**src/rtl/fenwick_range_add_point_query_defines.svh**
```systemverilog
// Assertion helpers for the Fenwick range-add block.
`ifndef FENWICK_RANGE_ADD_POINT_QUERY_DEFINES_SVH
`define FENWICK_RANGE_ADD_POINT_QUERY_DEFINES_SVH

// Same-cycle implication.
`define FRA_ASSERT_NOW(label, clk, rst, ante, cons, msg) \
   label: assert property (@(posedge clk) disable iff (rst) (ante) |-> (cons)) \
      else $error(msg);

// Next-cycle implication.
`define FRA_ASSERT_NEXT(label, clk, rst, ante, cons, msg) \
   label: assert property (@(posedge clk) disable iff (rst) (ante) |=> (cons)) \
      else $error(msg);

`endif

```
**src/rtl/fra_pkg.sv**
```systemverilog
package fra_pkg;

   localparam int CAPACITY_DEF = 1024;
   localparam int IDX_W        = 10;
   localparam int DATA_W       = 32;

   // sequencer status toward the top level
   typedef struct packed {
      logic busy;
      logic clearing;
   } fra_stat_type;

endpackage

```
**src/rtl/fra_ctrl.sv**
```systemverilog
module fra_ctrl import fra_pkg::*; #(
   parameter int CAPACITY = CAPACITY_DEF,
   parameter int ADDR_W   = $clog2(CAPACITY_DEF),
   parameter int SLOT_W   = IDX_W + 2
) (
   input  logic              clock,
   input  logic              reset,
   input  logic              start,
   input  logic              action,
   input  logic [IDX_W-1:0]  index,
   input  logic [IDX_W-1:0]  last,
   input  logic [DATA_W-1:0] amount,
   input  logic              out_free,
   output fra_stat_type      stat,
   output logic              res_valid,
   output logic [DATA_W-1:0] res_value,
   output logic              mem_we,
   output logic [ADDR_W-1:0] mem_waddr,
   output logic [DATA_W-1:0] mem_wdata,
   output logic              mem_re,
   output logic [ADDR_W-1:0] mem_raddr,
   input  logic [DATA_W-1:0] mem_rdata
);

   localparam logic [1:0] ST_CLEAR = 2'd0;
   localparam logic [1:0] ST_IDLE  = 2'd1;
   localparam logic [1:0] ST_WALK  = 2'd2;

   localparam logic [SLOT_W-1:0] CAP_SLOT = SLOT_W'(CAPACITY);
   localparam logic [ADDR_W-1:0] LAST_ADDR = ADDR_W'(CAPACITY - 1);

   logic [1:0]        state_ff, state_in;
   logic [ADDR_W-1:0] clr_ff, clr_in;
   logic [SLOT_W-1:0] walk_ff, walk_in;
   logic [SLOT_W-1:0] pend_ff, pend_in;
   logic              pend_vld_ff, pend_vld_in;
   logic [SLOT_W-1:0] second_ff, second_in;
   logic              need2_ff, need2_in;
   logic              query_ff, query_in;
   logic [DATA_W-1:0] delta_ff, delta_in;
   logic [DATA_W-1:0] acc_ff, acc_in;

   logic [SLOT_W-1:0] lowbit;
   logic [SLOT_W-1:0] first_slot;
   logic [SLOT_W-1:0] end_slot;
   logic              in_range;

   assign first_slot = SLOT_W'(index) + SLOT_W'(1);
   assign end_slot   = SLOT_W'(last) + SLOT_W'(2);
   assign lowbit     = walk_ff & (~walk_ff + SLOT_W'(1));
   assign in_range   = query_ff ? (walk_ff != '0)
                                : ((walk_ff != '0) && (walk_ff <= CAP_SLOT));

   always_comb begin
      state_in    = state_ff;
      clr_in      = clr_ff;
      walk_in     = walk_ff;
      pend_in     = pend_ff;
      pend_vld_in = 1'b0;
      second_in   = second_ff;
      need2_in    = need2_ff;
      query_in    = query_ff;
      delta_in    = delta_ff;
      acc_in      = acc_ff;
      res_valid   = 1'b0;
      mem_re      = 1'b0;
      mem_we      = 1'b0;
      mem_waddr   = ADDR_W'(pend_ff - SLOT_W'(1));
      mem_wdata   = mem_rdata + delta_ff;
      mem_raddr   = ADDR_W'(walk_ff - SLOT_W'(1));

      case (state_ff)
         ST_CLEAR: begin
            mem_we    = 1'b1;
            mem_waddr = clr_ff;
            mem_wdata = '0;
            clr_in    = clr_ff + ADDR_W'(1);
            if (clr_ff == LAST_ADDR) begin
               state_in = ST_IDLE;
            end
         end
         ST_IDLE: begin
            if (start) begin
               query_in  = action;
               delta_in  = amount;
               acc_in    = '0;
               second_in = end_slot;
               need2_in  = !action && (end_slot <= CAP_SLOT);
               if (action && (first_slot > CAP_SLOT)) begin
                  walk_in = CAP_SLOT;
               end else begin
                  walk_in = first_slot;
               end
               state_in = ST_WALK;
            end
         end
         ST_WALK: begin
            // data of the slot read last cycle lands now
            if (pend_vld_ff) begin
               if (query_ff) begin
                  acc_in = acc_ff + mem_rdata;
               end else begin
                  mem_we = 1'b1;
               end
            end
            if (in_range) begin
               mem_re      = 1'b1;
               pend_in     = walk_ff;
               pend_vld_in = 1'b1;
               walk_in     = query_ff ? (walk_ff - lowbit) : (walk_ff + lowbit);
            end else if (need2_ff) begin
               walk_in  = second_ff;
               need2_in = 1'b0;
               delta_in = '0 - delta_ff;
            end else if (query_ff) begin
               if (out_free) begin
                  res_valid = 1'b1;
                  state_in  = ST_IDLE;
               end
            end else begin
               state_in = ST_IDLE;
            end
         end
         default: begin
            state_in = ST_IDLE;
         end
      endcase
   end

   assign res_value     = acc_in;
   assign stat.busy     = (state_ff != ST_IDLE);
   assign stat.clearing = (state_ff == ST_CLEAR);

   always_ff @(posedge clock) begin
      if (reset) begin
         state_ff    <= ST_CLEAR;
         clr_ff      <= '0;
         pend_vld_ff <= 1'b0;
         need2_ff    <= 1'b0;
         query_ff    <= 1'b0;
      end else begin
         state_ff    <= state_in;
         clr_ff      <= clr_in;
         pend_vld_ff <= pend_vld_in;
         need2_ff    <= need2_in;
         query_ff    <= query_in;
      end
      walk_ff   <= walk_in;
      pend_ff   <= pend_in;
      second_ff <= second_in;
      delta_ff  <= delta_in;
      acc_ff    <= acc_in;
   end

endmodule

```
**config.mk**
```make
export PLATFORM = sky130hd
export DESIGN_NAME = fra_ctrl
export DESIGN_NICKNAME = d
export VERILOG_FILES = /design/src/rtl/fenwick_range_add_point_query_defines.svh /design/src/rtl/fra_pkg.sv /design/src/rtl/fra_ctrl.sv
export SDC_FILE = /design/constraint.sdc
export NUM_CORES = 1
export LEC_CHECK = 0
export ABC_CLOCK_PERIOD_IN_PS = 4400
export BUFFER_PORTS_ARGS = -buffer_cell sky130_fd_sc_hd__buf_2
export CORE_MARGIN = 2
export CORE_UTILIZATION = 40
export CTS_BUF_LIST = sky130_fd_sc_hd__clkbuf_16
export CTS_CLUSTER_DIAMETER = 40
export DETAILED_ROUTE_END_ITERATION = 6
export HOLD_SLACK_MARGIN = 0.02
export PLACE_DENSITY_LB_ADDON = 0.08
export RECOVER_POWER = 100
export SYNTH_ARGS = -nofsm -noshare
export SYNTH_HDL_FRONTEND = slang
export SYNTH_SLANG_ARGS = --single-unit
```
**constraint.sdc**
```tcl
create_clock -name clock -period 4.4 [get_ports clock]
set_input_delay 0.88 -clock clock [delete_from_list [all_inputs] [get_ports clock]]
set_output_delay 0.88 -clock clock [all_outputs]
set_load 0.02 [all_outputs]
```
==> metrics.md <==
| Metric | Value |
|---|---|
| Outcome | `completed` |
| Vias in the first global route | `slightly above 8,000` |
| Clock Latency Late Sink | `around 0.36 ns` |
| Die width | `157.3 um` |
| Global-route wire length before repair | `a little over 40 mm` |
| Final Skew | `around 0.0097 ns` |
| Yosys warns | `0` |
| FILL cells | `roughly 2,400` |
| Synthesis-to-layout area growth | `20.46%` |
| CTS max path bufs | `2` |
| Ports | `178` |
| Max_slew headroom | `0.2164` |
| Routed len/inst | `16.23 um` |
| Dominant cells by area after synthesis | `edfxtp_1, ha_1, dfxtp_1` |
| Yosys top cell area share | `0.2078` |
| Cell Pwr Density | `between 300 and 400 nW/um^2` |
| Port Buffers | `around 180` |
| Seq pwr share | `0.333` |
| Vias/cell | `~5.2` |
| RSZ-0062 raised after global routing | `true` |
| Max-slew violation count | `0` |
| WHS | `between 0.4 and 0.5 ns` |
| Register Area | `between 2000 and 3000 um^2` |
| Critical path data arrival time | `between 3 and 4 ns` |
| Tightest Hold Check Type | `flip-flop to flip-flop` |
| Routed Antenna Nets | `0` |
| Final Net Count | `between 1,000 and 1,500` |
| GRT Overall Usage | `0.2102` |
| Largest net degree at the start of global routing | `between 50 and 60` |
| Final period utilization | `0.9787` |
| Die area | `about 25,000 um^2` |
| Core area | `between 20,000 and 25,000 um^2` |
| Slew @ Worst Pin | `1.175 ns` |
| Avg Synthesized Cell Area | `8.691 um^2` |
| CTS Buf Count | `9` |
| Net switching power | `around 1.8 mW` |
| Prevailing post-synth register cell | `edfxtp_1` |
| Antenna violations before repair | `4` |
| RePlAce Congestion | `~0.88` |
| Comb power frac | `0.479` |
| HPWL after DPL | `between 20 and 25 mm` |
| Lkg Pwr | `~5 nW` |
| Multi-input logic area | `6375 um^2` |
| CTS Sinks | `around 110` |
| CP max-delay cell | `ha_1` |
| Via count | `8,378` |
| Biggest area consumer among synthesized cells | `edfxtp_1` |
| Crit path max fanout | `4` |
| Power share of the clock group | `0.188` |
| Post-synth EDFFs | `65` |
| Number of synthesized register bits | `112` |
| CP Cell Sequence | `buf_2, ha_1, a211o_1, a21oi_2, a2111oi_4, buf_4, a21o_1, nand2_1, o211ai_1, xnor2_1, and3_1, a211o_1, buf_2` |
| Most frequent cells in the layout | `buf_2, nand2_1, nor2_1` |
| Synthesized cell area | `between 9000 and 10,000 um^2` |
| Yosys cell types | `between 70 and 80` |
| Switching part of the total power | `0.4182` |
| Worst Setup End Kind | `primary output` |
| Final setup vio count | `0` |
| Post-synthesis sequential area ratio | `0.3079` |
| DR iter-0 viols | `~380` |
| Root Driver | `clkbuf_16` |
| Layout cell share with drive strength beyond 1 | `0.2388` |
| Pwr Total | `roughly 4.4 mW` |
| H-tree depth | `3` |
| Crit path launch type | `primary input` |
| Syn Inst Count | `1,081` |
| Worst path max stage delay | `about 0.33 ns` |
| Syn_nets | `around 1,300` |
| DRT Wirelength | `roughly 26 mm` |
| Peak supply drop | `approximately 190 uV` |
| CTS clk-pin slew, worst paths | `~0.080 ns` |
| Most common cell after layout, fill and taps aside | `buf_2` |
| Maxcap violations | `0` |
| Fmax | `232.2 MHz` |
| Die Y | `157.3 um` |
| CP Data Required Time | `3.52 ns` |
| Minimum clock period | `4.306 ns` |
| CTS tree | `done` |
| Post-synth ARST share | `0` |
| Worst Setup Path Type | `primary input to primary output` |
| Starting density of the core | `0.4039` |
| Int Pwr | `~2.5 mW` |
| First-pass DRT Iterations | `4` |
| DRC Markers | `0` |
| # rows | `56` |
| Aggregate global routing overflow | `0` |
| Final hold vios | `0` |
==> layer usage <==
metal	vias up	GRT usage	routed length, um
met5	-	0	41
met4	6	0.04632	314
met3	26	0.03414	1014
met2	140	0.3604	12570
met1	3877	0.2782	12190
li1	4329	-	-
==> final cells by class <==
class | count | area share
repair buffers | 220 | 0.1076
flip-flops and latches | 112 | 0.2556
clock inverters | 7 | 0.004975
well taps | 319 | 0.03527
clock buffers | 9 | 0.01990
multi-input cells | 903 | 0.5633
inverters | 39 | 0.01294
diodes | 2 | 0.0004422
==> power groups by stage <==
stage | logic, mW | clock network [mW] | registers [mW]
2_1_floorplan | 1.51 | 0 | 1.42
3_3_place_gp | 2.06 | 0 | 1.48
3_5_place_dp | 2.07 | 0 | 1.48
4_1_cts | 2.09 | 0.857 | 1.46
5_1_grt | 2.35 | 0.883 | 1.48
6_report | 2.10 | 0.823 | 1.46
==> what timing repair did <==
action / CTS / global route
gates resized for setup: 10 / 30
pin swaps: 3 / 13
hold buffers: 0 / 0
endpoints found under the hold margin: 0 / 0
setup endpoints to repair: 10 / 18
buffers inserted: 1 / 2
==> sequential cells by signal, summed over array words and instances (netlist names) <==
name         flops
second_ff       11
state_ff         2
pend_vld_ff      1
need2_ff         1
query_ff         1
acc_ff          32
walk_ff         12
delta_ff        32
clr_ff          10
pend_ff         10
==> worst max-delay path: cells and delay by family <==
| kind | cells | cell delay, ns |
|---|---|---|
| AND/OR/NAND/NOR | 2 | 0.33 |
| AO/OA/AOI/OAI | 6 | 1.22 |
| XOR/XNOR | 1 | 0.19 |
| adder cells (fa/ha/maj) | 1 | 0.33 |
| buffers and inverters | 3 | 0.48 |
==> path summary, 6_finish.rpt <==
check | endpoint | slack, ns | start | cells after the start
worst max register to register | walk_ff[11]$_SDFFCE_PN0P_ | 0.89 | walk_ff[2]$_DFFE_PP_ | 13
worst min-delay path | acc_ff[22]$_DFF_P_ | 0.47 | acc_ff[22]$_DFF_P_ | 2
worst max-delay path | res_value[31] | 0.09 | mem_rdata[1] | 13
worst min register to register | acc_ff[22]$_DFF_P_ | 0.47 | acc_ff[22]$_DFF_P_ | 2
==> metrics by stage <==
stage	cell area [um^2]	util	setup slack, ns	TNS, ns	instances
after floorplan	9395	-	0.04700	0	1081
after global placement	10870	0.4671	-0.06195	-0.1836	1590
after detailed placement	10870	0.4671	-0.09996	-0.3267	1590
after CTS	11180	0.4805	0.00005418	0	1607
after global routing	11310	0.4864	-0.05920	-0.2082	1610
final	11320	0.4865	0.09391	0	1611
==> logic make-up (layout without fill, tap and decap cells) <==
kind of cell,after synthesis,count (layout),share of synthesized area
compound gates,268,268,0.1781
buf+inv,66,275,0.02903
fa+ha+maj,86,86,0.1161
flops,112,112,0.3079
mux,37,37,0.04435
other cells,0,2,0
simple gates,377,377,0.1987
xor+xnor,135,135,0.1258
==> synth_stat cells (4+ instances only) <==
| library cell | count |
|---|---|
| o211ai_1 | 5 |
| o31ai_1 | 4 |
| inv_1 | 39 |
| or4_1 | 4 |
| a31oi_1 | 14 |
| nand3_1 | 28 |
| nand2_1 | 118 |
| and2_1 | 4 |
| nor3b_1 | 4 |
| edfxtp_1 | 65 |
| nor4_2 | 5 |
| and3_1 | 13 |
| nor2_1 | 112 |
| ha_1 | 84 |
| mux2i_1 | 6 |
| a21oi_1 | 73 |
| a211o_1 | 7 |
| nand4_1 | 10 |
| nor4_1 | 4 |
| mux2_2 | 29 |
| a21o_1 | 37 |
| dfxtp_1 | 47 |
| o21a_1 | 13 |
| nand2b_1 | 10 |
| o21ai_0 | 75 |
| a211oi_1 | 8 |
| nor3_1 | 29 |
| clkbuf_1 | 21 |
| nor4b_1 | 4 |
| or2_2 | 5 |
| xnor2_1 | 72 |
| xor2_1 | 63 |
| nor2b_1 | 8 |
Note: power is estimated with default switching activity, not from simulation.
